<file path="src/sv/qfe_pkg.sv">
`timescale 1ns / 1ps
package qfe_pkg;

   // datapath widths
   localparam int RAD_W  = 128;  // radicand
   localparam int ROOT_W = 64;   // square root, one bit per cell
   localparam int SREM_W = 66;   // root remainder, at most 2*root
   localparam int NUM_W  = 96;   // dividend, one quotient bit per cell
   localparam int DVS_W  = 66;   // divisor, up to a + 2*root

   // register slices around the two cell rows: input, products, sums,
   // radicand, divider setup and output
   localparam int LATENCY = 6 + ROOT_W + NUM_W;

   // configuration register indexes
   localparam logic [1:0] CSR_LINEAR    = 2'd0;
   localparam logic [1:0] CSR_QUADRATIC = 2'd1;
   localparam logic [1:0] CSR_DP_MIN    = 2'd2;

   // status codes
   localparam logic [1:0] STATUS_OK        = 2'd0;
   localparam logic [1:0] STATUS_SATURATED = 2'd1;
   localparam logic [1:0] STATUS_NO_COEFF  = 2'd2;

   typedef enum logic [1:0] {
      MODE_LIN  = 2'd0,
      MODE_QUAD = 2'd1,
      MODE_GEN  = 2'd2,
      MODE_ZERO = 2'd3
   } mode_type;

   // per-item data that rides along the cell rows
   typedef struct packed {
      logic        neg;
      logic        below;
      logic        zero_root;
      mode_type    mode;
      logic [31:0] rho;
      logic [63:0] rd;
   } side_type;

   // one restoring-division lane
   typedef struct packed {
      logic [NUM_W-1:0]  num;
      logic [DVS_W-1:0]  rem;
      logic [NUM_W-1:0]  quo;
      logic [DVS_W-1:0]  dvs;
   } lane_type;

endpackage

</file>
<file path="src/sv/qfe_div_cell.sv">
`timescale 1ns / 1ps
module qfe_div_cell (
   input  logic               clock,
   input  logic               reset,
   input  logic               valid_in,
   input  qfe_pkg::side_type  side_in,
   input  qfe_pkg::lane_type  der_in,
   input  qfe_pkg::lane_type  flow_in,
   output logic               valid_out,
   output qfe_pkg::side_type  side_out,
   output qfe_pkg::lane_type  der_out,
   output qfe_pkg::lane_type  flow_out
);

   logic               valid_ff;
   qfe_pkg::side_type  side_ff;
   qfe_pkg::lane_type  der_ff, der_next_in;
   qfe_pkg::lane_type  flow_ff, flow_next_in;

   // one quotient bit: shift in the next dividend bit, subtract if it fits
   function automatic qfe_pkg::lane_type div_step(input qfe_pkg::lane_type l);
      logic [qfe_pkg::DVS_W:0] r2;
      qfe_pkg::lane_type       o;
      r2    = {l.rem, l.num[qfe_pkg::NUM_W-1]};
      o     = l;
      o.num = {l.num[qfe_pkg::NUM_W-2:0], 1'b0};
      if (r2 >= {1'b0, l.dvs}) begin
         o.rem = qfe_pkg::DVS_W'(r2 - {1'b0, l.dvs});
         o.quo = {l.quo[qfe_pkg::NUM_W-2:0], 1'b1};
      end else begin
         o.rem = qfe_pkg::DVS_W'(r2);
         o.quo = {l.quo[qfe_pkg::NUM_W-2:0], 1'b0};
      end
      return o;
   endfunction

   always_comb begin
      der_next_in  = div_step(der_in);
      flow_next_in = div_step(flow_in);
   end

   always_ff @(posedge clock) begin
      if (reset) begin
         valid_ff <= 1'b0;
      end else begin
         valid_ff <= valid_in;
      end
      side_ff <= side_in;
      der_ff  <= der_next_in;
      flow_ff <= flow_next_in;
   end

   assign valid_out = valid_ff;
   assign side_out  = side_ff;
   assign der_out   = der_ff;
   assign flow_out  = flow_ff;

endmodule

</file>
<file path="config.mk">
export PLATFORM = sky130hd
export DESIGN_NAME = qfe_div_cell
export DESIGN_NICKNAME = d
export VERILOG_FILES = /design/src/sv/qfe_pkg.sv /design/src/sv/qfe_div_cell.sv
export SDC_FILE = /design/constraint.sdc
export NUM_CORES = 1
export LEC_CHECK = 0
export ABC_AREA = 1
export BUFFER_PORTS_ARGS = -buffer_cell sky130_fd_sc_hd__buf_2
export CORE_AREA = 2 2 585 587
export CTS_BUF_LIST = sky130_fd_sc_hd__clkbuf_4 sky130_fd_sc_hd__clkbuf_8
export CTS_CLUSTER_DIAMETER = 60
export DETAILED_ROUTE_END_ITERATION = 7
export DIE_AREA = 0 0 587 589
export PLACE_DENSITY = 0.3
export SYNTH_ARGS = -nofsm -noshare
export SYNTH_HDL_FRONTEND = slang
export SYNTH_SLANG_ARGS = --single-unit
</file>
<file path="constraint.sdc">
create_clock -name clock -period 2.1 [get_ports clock]
set_input_delay 0.21 -clock clock [delete_from_list [all_inputs] [get_ports clock]]
set_output_delay 0.21 -clock clock [all_outputs]
set_load 0.05 [all_outputs]
</file>
-- After elaboration in Yosys (flattened, before gate mapping)
Cells that the tools add are included.
- add/subtract/negate cells: 2
- magnitude comparators: 2
- mux-type cells: 2
- operators by type and width (kind ; number):
    $mux W162 ; 2
    $ge A67 B66 Y1 ; 2
    $sub A66 B66 Y66 ; 2
- register bits after elaboration: 748
- bits of input ports: 752
- output and inout bits: 750
- logic and storage cells: 21

-- Longest topological paths before layout
- depth after elaboration: 2
- mapped depth: 19
- gate-level depth less buffers: 17

-- Worst setup path before layout
OpenSTA, ideal clock, no wires.
- kind: input -> register
- start point: input port flow_in[50] (netlist name)
- end point: register flow_ff, in the netlist flow_out[175]
- setup time: 0.112 ns
- arrival: 1.890 ns
- data required time: 1.988 ns
- path slack: 0.097 ns
- cell stages on the path: 13
- buffers on the path: 2
- cells stage by stage: inv_1 -> ha_1 -> a21oi_1 -> a21boi_0 -> o21ai_1 -> a21oi_1 -> nand3_2 -> nand2_1 -> nand2_2 -> buf_4 -> buf_4 -> nand2_1 -> nand2_1
- RTL lines (item ; RTL line ; text):
    start, declared ; qfe_div_cell.sv:8 ; input qfe_pkg::lane_type flow_in,
    end signal, assigned ; qfe_div_cell.sv:50 ; flow_ff <= flow_next_in;
    end, declared ; qfe_div_cell.sv:18 ; qfe_pkg::lane_type flow_ff, flow_next_in;

==> metrics.md <==
| Metric | Value |
|---|---|
| Outcome | `complete, but fails checks` |
| Sw Pwr | `18,800 uW` |
| Mapped cell area | `28,700 um^2` |
| Hold_ws | `-0.655 ns` |
| Internal | `32,900 uW` |
| Pre-CTS setup slack | `-1.12 ns` |
| 1st-iter DRT viols | `1,816` |
| Starting Density | `8.48%` |
| Final Hold Vio Count | `89` |
| Antenna violations before repair | `103` |
| Combinational share of power | `30.5%` |
| Max-slew violations | `0` |
| Worst setup EP type | `register` |
| Min-Delay Path Class | `in2reg` |
| CTS tree | `done` |
| Die area | `346,000 um^2` |
| Post-route clock period utilization | `101%` |
| Fin crit period | `2.11 ns` |
| CTS root buf | `clkbuf_8` |
| Layout cells sized above 1 | `37.3%` |
| RSZ-0062 raised after global routing | `true` |
| Final #Nets | `8,458` |
| Met3 usage | `3.67%` |
| Critical Path RT | `2.91 ns` |
| Crit path buf inv count | `3` |
| First-pass GRT wire length | `334 mm` |
| Max-slew headroom | `55.1%` |
| Pin count of the biggest net entering global routing | `39` |
| Total power | `51,700 uW` |
| Final setup violation count | `3` |
| PwrDens | `776 nW/um^2` |
| Core Area | `339,000 um^2` |
| Switching share of total power | `36.3%` |
| Multi-input logic area | `11,400 um^2` |
| Avg WL per Cell | `20.3 um` |
| Failing checks | `hold timing, setup timing` |
| HPWL Detailed | `212 mm` |
| Count of different cell masters after synthesis | `33` |
| First drt pass iteration count | `6` |
| Final setup TNS | `-0.0281 ns` |
| Syn_area_per_cell | `7.73 um^2` |
| Final worst slack | `-0.0144 ns` |
| Non-filler cells, final | `12,300` |
| Ys Warns | `0` |
| CP dominant cell by count | `nand2_1` |
| Die H | `589 um` |
| Crit path DAT | `2.93 ns` |
| RePlAce Congestion | `0.918` |
| Area grow syn2layout | `132%` |
| Horiz. Die Dim | `587 um` |
| Critical Path Fanout Max | `4` |
| TritonCTS buffer count | `176` |
| Synth Instances | `3,719` |
| Critical path, cell by cell | `buf_2 -> dlygate4sd3_1 -> buf_4 -> fa_1 -> nand2_1 -> nand2_1 -> nand2_1 -> nand2_1 -> nand2_1 -> nand2_1 -> nand2_1 -> nand2_1 -> nand2_1 -> nand3b_1 -> nand3_1 -> nand2_1` |
| M1 GR Usage | `17.5%` |
| FF+latch area | `15,100 um^2` |
| Layout fillers | `38,400` |
| GRT overflow | `0` |
| Startpoint types | `input pin` |
| DR DRC count | `0` |
| H-tree depth | `4` |
| Top Family by Delay on Critical Path | `simple AND/OR/NAND/NOR gates` |
| GRT busiest layer | `met2` |
| Crit Path Class | `in2reg` |
| Total Routing Usage GR | `13.9%` |
| Vias in the first global route | `41,100` |
| Met2 GRT Util | `23.0%` |
| CP peak stage delay | `0.55 ns` |
| Vias per inst | `3.19` |
| Dpl cells | `10,600` |
| Clock-pin slew on the worst setup and hold paths | `0.06 ns` |
| Final ANT Viol Nets | `0` |
| Number of I/O pins | `1,502` |
| I/O Buffers | `1,497` |
| Row cnt | `214` |
| Seq pwr share | `30.8%` |
| DR vias | `39,200` |
| Clock share of power | `38.7%` |
| Clock sinks | `748` |
| Max cap viols | `0` |
| Final WL | `250 mm` |
| Worst Max-Slew Pin Slew | `0.667 ns` |
| Pleak | `0.0335 uW` |
| Sequential-to-total area share from yosys stat | `52.1%` |
| VDD IR max | `595 uV` |
| Fmax | `473 MHz` |
| Synthesized flop and latch total | `748` |
| Slowest cell on the critical path | `dlygate4sd3_1` |
| CTS max path bufs | `4` |
synth_stat cells, drive strengths merged:
master / count / area [um^2]
o211ai: 2 / 15.0
a21boi: 4 / 30.0
nand4: 36 / 225
or2: 1 / 6.26
inv: 655 / 2460
nor4: 11 / 68.8
nor3: 37 / 215
a21oi: 153 / 766
dfxtp: 748 / 15000
nand2: 1327 / 4990
buf: 30 / 245
nand3: 162 / 826
o21ai: 52 / 260
conb: 1 / 3.75
nand3b: 28 / 210
xnor2: 4 / 35.0
o21a: 2 / 15.0
o21bai: 28 / 210
nor3b: 1 / 7.51
xor2: 62 / 543
ha: 132 / 1650
nor2: 241 / 947
fa: 2 / 40.0
final cells by class:
class,count,area share (%)
sequential,748,22.6
clock inverter,70,1.28
inverter,655,3.69
multi-input combinational,2287,17.1
clock buffer,244,4.77
timing repair buffer,3704,41.9
antenna,36,0.135
tap,4536,8.52
stage by stage:
| step | util, % | instance area, um^2 |
|---|---|---|
| 5_1_grt | 19.6 | 66600 |
| 6_report | 19.7 | 66600 |
| 4_1_cts | 19.4 | 65800 |
| 2_1_floorplan | - | 28700 |
| 3_5_place_dp | 14.3 | 48400 |
| 3_3_place_gp | 14.3 | 48400 |
timing repair:
| item | CTS | global route |
|---|---|---|
| setup buffers | 0 | 4 |
| resized for setup | 141 | 80 |
| pin swaps | 0 | 8 |
| setup endpoints to repair | 76 | 86 |
| hold endpoints to repair | 746 | 104 |
| gates cloned | 0 | 2 |
| hold buffers | 1305 | 28 |
placed cells by master, fill, tap and decap left out, types with 44 or more instances in the layout:
| master | Yosys | routed |
|---|---|---|
| xor2_1 | 62 | 62 |
| dfxtp_2 | 0 | 44 |
| ha_1 | 132 | 123 |
| dlygate4sd3_1 | 0 | 1333 |
| buf_2 | 10 | 1422 |
| dfxtp_1 | 748 | 697 |
| clkbuf_8 | 0 | 215 |
| inv_2 | 42 | 44 |
| inv_1 | 613 | 611 |
| nand2_1 | 1323 | 1308 |
| nor2_1 | 226 | 210 |
| nand3_1 | 159 | 145 |
| buf_4 | 8 | 919 |
| o21ai_0 | 48 | 45 |
| a21oi_1 | 153 | 147 |
sequential cells by signal, summed over array words and instances (netlist names):
register and cells:
der_out 323, valid_out 1, side_out 101, flow_out 323
power groups by stage:
stage / clock [uW] / combinational (uW) / sequential (uW)
3_5_place_dp: 0 / 13500 / 16200
2_1_floorplan: 0 / 2990 / 20000
4_1_cts: 21200 / 15700 / 16000
3_3_place_gp: 0 / 13600 / 16300
6_report: 20000 / 15800 / 15900
5_1_grt: 21600 / 16800 / 16000
worst paths after layout:
kind / slack [ns] / depth (start not counted) / endpoint / from
worst max-delay path: -0.01 / 16 / der_out[210]$_DFF_P_ / der_in[162]
worst min-delay path: -0.66 / 1 / der_out[19]$_DFF_P_ / der_in[19]
metal layers:
layer | routed length, um | part of all wire [%] | vias up
li1 | - | - | 19100
met1 | 110000 | 44 | 18200
met2 | 114000 | 46 | 1499
met3 | 17200 | 6.9 | 379
met4 | 8210 | 3.3 | 18
met5 | 107 | 0.043 | -
logic make-up (layout without fill, tap and decap cells):
| family | after synthesis | after routing | share of synthesized area [%] |
|---|---|---|---|
| AOI/OAI and AO/OA | 241 | 241 | 4.51 |
| buffers and inverters | 685 | 4673 | 9.41 |
| DFF | 748 | 748 | 52.1 |
| adders and majority gates | 134 | 134 | 5.88 |
| xor gates and xnor gates | 66 | 66 | 2.01 |
| other | 1 | 38 | 0.0130 |
| and+or+nand+nor | 1844 | 1844 | 26.1 |
Power figures use the tool's default switching activity.
