[src/sv/qfe_pkg.sv]
`timescale 1ns / 1ps
package qfe_pkg;

   // datapath widths
   localparam int RAD_W  = 128;  // radicand
   localparam int ROOT_W = 64;   // square root, one bit per cell
   localparam int SREM_W = 66;   // root remainder, at most 2*root
   localparam int NUM_W  = 96;   // dividend, one quotient bit per cell
   localparam int DVS_W  = 66;   // divisor, up to a + 2*root

   // register slices around the two cell rows: input, products, sums,
   // radicand, divider setup and output
   localparam int LATENCY = 6 + ROOT_W + NUM_W;

   // configuration register indexes
   localparam logic [1:0] CSR_LINEAR    = 2'd0;
   localparam logic [1:0] CSR_QUADRATIC = 2'd1;
   localparam logic [1:0] CSR_DP_MIN    = 2'd2;

   // status codes
   localparam logic [1:0] STATUS_OK        = 2'd0;
   localparam logic [1:0] STATUS_SATURATED = 2'd1;
   localparam logic [1:0] STATUS_NO_COEFF  = 2'd2;

   typedef enum logic [1:0] {
      MODE_LIN  = 2'd0,
      MODE_QUAD = 2'd1,
      MODE_GEN  = 2'd2,
      MODE_ZERO = 2'd3
   } mode_type;

   // per-item data that rides along the cell rows
   typedef struct packed {
      logic        neg;
      logic        below;
      logic        zero_root;
      mode_type    mode;
      logic [31:0] rho;
      logic [63:0] rd;
   } side_type;

   // one restoring-division lane
   typedef struct packed {
      logic [NUM_W-1:0]  num;
      logic [DVS_W-1:0]  rem;
      logic [NUM_W-1:0]  quo;
      logic [DVS_W-1:0]  dvs;
   } lane_type;

endpackage

[src/sv/qfe_sqrt_cell.sv]
`timescale 1ns / 1ps
module qfe_sqrt_cell (
   input  logic                        clock,
   input  logic                        reset,
   input  logic                        valid_in,
   input  qfe_pkg::side_type           side_in,
   input  logic [qfe_pkg::RAD_W-1:0]   rad_in,
   input  logic [qfe_pkg::SREM_W-1:0]  rem_in,
   input  logic [qfe_pkg::ROOT_W-1:0]  root_in,
   output logic                        valid_out,
   output qfe_pkg::side_type           side_out,
   output logic [qfe_pkg::RAD_W-1:0]   rad_out,
   output logic [qfe_pkg::SREM_W-1:0]  rem_out,
   output logic [qfe_pkg::ROOT_W-1:0]  root_out
);

   logic                        valid_ff;
   qfe_pkg::side_type           side_ff;
   logic [qfe_pkg::RAD_W-1:0]   rad_ff;
   logic [qfe_pkg::SREM_W-1:0]  rem_ff, rem_next_in;
   logic [qfe_pkg::ROOT_W-1:0]  root_ff, root_next_in;
   logic [qfe_pkg::SREM_W+1:0]  shifted, trial;

   // one root digit: bring in two radicand bits, try root*4+1
   always_comb begin
      shifted = {rem_in, rad_in[qfe_pkg::RAD_W-1 -: 2]};
      trial   = {2'b00, root_in, 2'b01};
      if (shifted >= trial) begin
         rem_next_in  = qfe_pkg::SREM_W'(shifted - trial);
         root_next_in = {root_in[qfe_pkg::ROOT_W-2:0], 1'b1};
      end else begin
         rem_next_in  = qfe_pkg::SREM_W'(shifted);
         root_next_in = {root_in[qfe_pkg::ROOT_W-2:0], 1'b0};
      end
   end

   always_ff @(posedge clock) begin
      if (reset) begin
         valid_ff <= 1'b0;
      end else begin
         valid_ff <= valid_in;
      end
      side_ff <= side_in;
      rad_ff  <= {rad_in[qfe_pkg::RAD_W-3:0], 2'b00};
      rem_ff  <= rem_next_in;
      root_ff <= root_next_in;
   end

   assign valid_out = valid_ff;
   assign side_out  = side_ff;
   assign rad_out   = rad_ff;
   assign rem_out   = rem_ff;
   assign root_out  = root_ff;

endmodule

[config.mk]
export PLATFORM = sky130hd
export DESIGN_NAME = qfe_sqrt_cell
export DESIGN_NICKNAME = d
export VERILOG_FILES = /design/src/sv/qfe_pkg.sv /design/src/sv/qfe_sqrt_cell.sv
export SDC_FILE = /design/constraint.sdc
export NUM_CORES = 1
export LEC_CHECK = 0
export BUFFER_PORTS_ARGS = -buffer_cell sky130_fd_sc_hd__buf_2
export CAP_MARGIN = 30
export CORE_AREA = 2 2 285 287
export CTS_CLUSTER_DIAMETER = 120
export CTS_CLUSTER_SIZE = 25
export DETAILED_ROUTE_END_ITERATION = 10
export DIE_AREA = 0 0 287 289
export SYNTH_ARGS = -nofsm -noshare
export SYNTH_HDL_FRONTEND = slang
export SYNTH_SLANG_ARGS = --single-unit
[constraint.sdc]
create_clock -name clock -period 3.65 [get_ports clock]
set_input_delay 0.5475 -clock clock [delete_from_list [all_inputs] [get_ports clock]]
set_output_delay 0.5475 -clock clock [all_outputs]
set_load 0.02 [all_outputs]
# After elaboration in Yosys (flattened, before gate mapping)
# Cells that the tools add are included.
# totals
in_bits	362
output_inout_bits	360
register_bits	358
# classes
add_sub_neg	1
n_mux	2
n_lt_le_gt_ge	1
# op_table
op	n
68-bit by 66-bit greater-or-equal comparator with 1-bit output	1
66-bit two-way mux	1
66-bit subtractor	1
1-bit two-way mux	1

# Longest topological paths before layout
# depth
ltp_word	2
depth_mapped	15
depth_no_buf	12

# Worst setup path after synthesis
# OpenSTA, ideal clock, no wires.
# synth_timing
path_type	input to register
start	input root_in[38] (netlist bit)
end	register rem_ff (netlist bit rem_out[59])
setup_time_ns	0.123
t_required_ns	3.527
arrival_time_ns	3.533
path_slack_ns	-0.006
stages	12
cell_sequence	inv_1 > ha_1 > buf_2 > nand4_2 > or4_1 > or4_4 > o211a_4 > a31oi_4 > a2bb2oi_4 > buf_6 > buf_8 > mux2_1
# synth_between
elab_chain_len	2
elab_cells_between_ends	3
classes_between	add/sub: 1; order compare: 1; mux: 1
# synth_lines
element	line_no	rtl
start, declared	qfe_sqrt_cell.sv:9	input logic [qfe_pkg::ROOT_W-1:0] root_in,
66-bit subtractor / 68-bit by 66-bit greater-or-equal comparator with 1-bit output (equally long branches)	qfe_sqrt_cell.sv:29, qfe_sqrt_cell.sv:28	
66-bit two-way mux *	qfe_sqrt_cell.sv:28	if (shifted >= trial) begin
named net rem_next_in, one bit	qfe_sqrt_cell.sv:20	logic [qfe_pkg::SREM_W-1:0] rem_ff, rem_next_in;
end signal, assigned	qfe_sqrt_cell.sv:45	rem_ff <= rem_next_in;
end, declared	qfe_sqrt_cell.sv:20	
# The timed path passes the listed nets; every way through them passes the cells marked *.
# A chain may end at the register's enable or synchronous reset.

# Final worst setup path
# layout_timing
start	input root_in[37] (netlist bit)
end	register rem_ff (netlist bit rem_out[24])
# layout_between
elab_chain_len	2
# layout_lines
element	line_no
68-bit by 66-bit greater-or-equal comparator with 1-bit output	qfe_sqrt_cell.sv:28
66-bit two-way mux	qfe_sqrt_cell.sv:28
named net rem_next_in, one bit	qfe_sqrt_cell.sv:20
# The timed path passes the listed nets, and every way through them passes these cells.

==> flow_summary.ini <==
[timing]
period_share = 0.891
hold_violations = 0
setup_ws_ns = 0.398
tightestPinTransition_ns = 0.561
clock.fmax_mhz = 307
setup_viol = 0
max_slew_margin = 0.622
rsz0062_at_grt = no
fin_crit_ns = 3.25
drv_slew = 0
hold-worst-slack_ns = 0.0717

[yosys]
synthesis.area_mm2 = 0.0124
syn_avg_cell_area_um2 = 11.0
synth_compound_area_frac = 0.126
synth_fa_ha_area_frac = 0.0667
yosys.area_share.simple = 0.0882
synth_seq_cells = 358
yosysUniqueCellTypes = 65
syn_inst = 1126
synth_xor_area_frac = 0.0403
synth_top_family_by_area = compound AO/OA/AOI/OAI gates
ys_seq_area_frac = 0.579
synth_edf_count = 0
async_flop_share = 0
yosysWarningCount = 0
synth-main-ff-cell = dfxtp_1
synth_mux_area_frac = 0.0598

[min_path]
min_path_type = input pin to flop
whs_path_depth = 1
min_to = rad_out[112]$_DFF_P_
min_from = rad_in[110]

[worst_setup_path]
slowest_stage = or4_4
critical_path.startpoint_type = input pin
crit_path_end_kind = flop
crit_type = input pin to flop
path_cells = buf_2 > inv_1 > ha_1 > nand4_2 > or4_1 > or4_4 > o211a_4 > a31oi_4 > a2bb2oi_4 > buf_12 > mux2_2
worstPathMaxFanout = 24
cp.arrival_ns = 3.71
cp.required_ns = 4.10
worst-path-buf-inv = 3
critPathTopFamily = simple AND/OR/NAND/NOR gates
max_stage_delay_ns = 0.59

[global_routing]
busiest_layer = met2
grt_pass1_wl_um = 86500
antenna_found_initial = 64
grt_util_met1 = 0.153
overflow = 0
grt_use_met2 = 0.275
grt_pass1_vias = 11600
met3_usage = 0.0600
grtUsageTotal = 0.149
grt_max_degree = 26

[pwr]
power.share.clock = 0.288
peakVddDrop_v = 0.000304
power_frac_comb = 0.253
seqPwrFrac = 0.459
p_int_mw = 6.44
p_leak_nw = 9.20
total_power_mw = 9.48
power_density_mw_per_mm2 = 504
p_sw_mw = 3.04
switching_share = 0.320

[final_layout]
area_delta_synth_final_pct = 52.0
final_nets = 2390
fillCellCount = 8703
multi_input_area_mm2 = 0.00473
regArea_mm2 = 0.00717
fin_util = 0.235
drive_above_1_share = 0.470

[clock_tree]
htree_levels = 1
cts_tree = done
clkTransAtPathRegs_ns = 0.10
numCtsBuffers = 21
clockBufferDepth = 3
cts_root_buf = clkbuf_16
post_cts_buffers = 0
clock-sinks = 358
hold_buffers = 0
cts_resized = 0

[place]
gp_congestion = 0.921
dpl.hpwl_um = 57800
numPortBuffers = 719
dp_slack_ns = -0.286

[die]
rows = 104
chipWidth_um = 287
initial_utilization = 0.155
placeableCoreArea_mm2 = 0.0799
die_h_um = 289
ioPinCount = 722
die_area_mm2 = 0.0829

[routing]
first_iter_violations = 532
viasPerCell = 3.84
routed_wl_um = 65600
dr_total_vias = 11700
wl_per_cell_um = 21.6
post-route-drc-count = 0
ant_nets = 0
drtPass1Iterations = 5

[status]
status = completed

[flow_run]
drv_cap = 0
==> how the worst max path moves through the flow <==
stage                 from             endpoint  slack [ns]  cells after the start
2_1_floorplan  root_in[38]  rem_out[59]$_DFF_P_       0.002                     12
3_3_place_gp   root_in[38]  rem_out[16]$_DFF_P_       -0.30                     12
3_5_place_dp   root_in[37]  rem_out[24]$_DFF_P_       -0.29                     12
4_1_cts        root_in[38]  rem_out[24]$_DFF_P_        0.34                     12
5_1_grt         root_in[1]  rem_out[53]$_DFF_P_        0.07                     15
6_report       root_in[37]  rem_out[24]$_DFF_P_        0.40                     11
==> per-layer routing <==
layer  part of all wire  wire length [µm]
met1               0.35             22900
met2               0.51             33400
met3               0.11              7030
met4              0.033              2160
met5             0.0021               137
==> cell type report <==
class / instances / share of cell area
inverters: 78 / 0.0156
diodes: 12 / 0.00160
clock inverters: 10 / 0.00865
well taps: 1060 / 0.0705
flip-flops and latches: 358 / 0.381
clock buffers: 21 / 0.0279
multi-input cells: 658 / 0.251
repair buffers: 845 / 0.244
==> cell usage after synthesis (5+ instances only) <==
cell type,n,share of area
o211ai_1,7,0.0042
mux2_1,26,0.024
nor4_1,8,0.0040
o21ai_0,46,0.019
nand2b_1,7,0.0035
nand3_1,19,0.0077
a21oi_1,87,0.035
o21bai_1,13,0.0079
a31oi_1,9,0.0046
xnor2_1,35,0.025
nand4_1,16,0.0081
and3_1,7,0.0035
a21o_1,31,0.019
nor2b_1,8,0.0040
ha_1,66,0.067
o21a_1,7,0.0042
buf_2,5,0.0020
inv_1,78,0.024
xor2_1,22,0.016
dfxtp_1,358,0.58
buf_4,5,0.0030
nor2_1,50,0.015
nor3_1,22,0.0089
clkbuf_1,17,0.0052
mux2_2,37,0.034
nand2_1,69,0.021
==> cells by family after synthesis <==
family	count (synthesis)
adders and majority gates	66
and+or+nand+nor	225
other	1
DFF	358
buffers and inverters	111
xor gates and xnor gates	57
AOI/OAI and AO/OA	242
muxes	66
==> power by group through the flow <==
stage / clock network [mW] / registers, mW / logic (mW)
2_1_floorplan: 0 / 4.88 / 0.813
3_3_place_gp: 0 / 4.45 / 2.42
3_5_place_dp: 0 / 4.44 / 2.42
4_1_cts: 2.86 / 4.36 / 2.43
5_1_grt: 3.00 / 4.38 / 2.59
6_report: 2.73 / 4.35 / 2.40
==> through the flow <==
stage                     TNS, ns  std cells  area (µm²)
final                           0       3042       18800
after global routing            0       3035       18800
after CTS                       0       3030       18800
after detailed placement   -15.95       2999       18100
after global placement     -17.73       2999       18100
after floorplan                 0       1127       12400
==> sequential cells by signal, summed over array words and instances (netlist names) <==
name       count
rad_out      126
side_out     101
rem_out       66
root_out      64
valid_out      1
==> placed cells by master, fill, tap and decap left out, types with 4 or more instances in the layout <==
cell / Yosys / routed
a211oi_1: 4 / 4
a21o_1: 31 / 31
a21oi_1: 87 / 87
a31o_2: 4 / 4
a31oi_1: 9 / 9
and3_1: 7 / 7
buf_2: 5 / 719
buf_4: 5 / 123
clkbuf_16: 0 / 21
dfxtp_1: 358 / 358
diode_2: 0 / 12
ha_1: 66 / 66
inv_1: 78 / 78
mux2_1: 26 / 26
mux2_2: 37 / 37
nand2_1: 69 / 69
nand2b_1: 7 / 7
nand3_1: 19 / 19
nand4_1: 16 / 16
nor2_1: 50 / 50
nor2b_1: 8 / 8
nor3_1: 22 / 22
nor4_1: 8 / 8
o211ai_1: 7 / 7
o21a_1: 7 / 7
o21ai_0: 46 / 46
o21bai_1: 13 / 13
or4_1: 4 / 4
xnor2_1: 35 / 35
xor2_1: 22 / 22
Note: power is estimated with default switching activity, not from simulation.
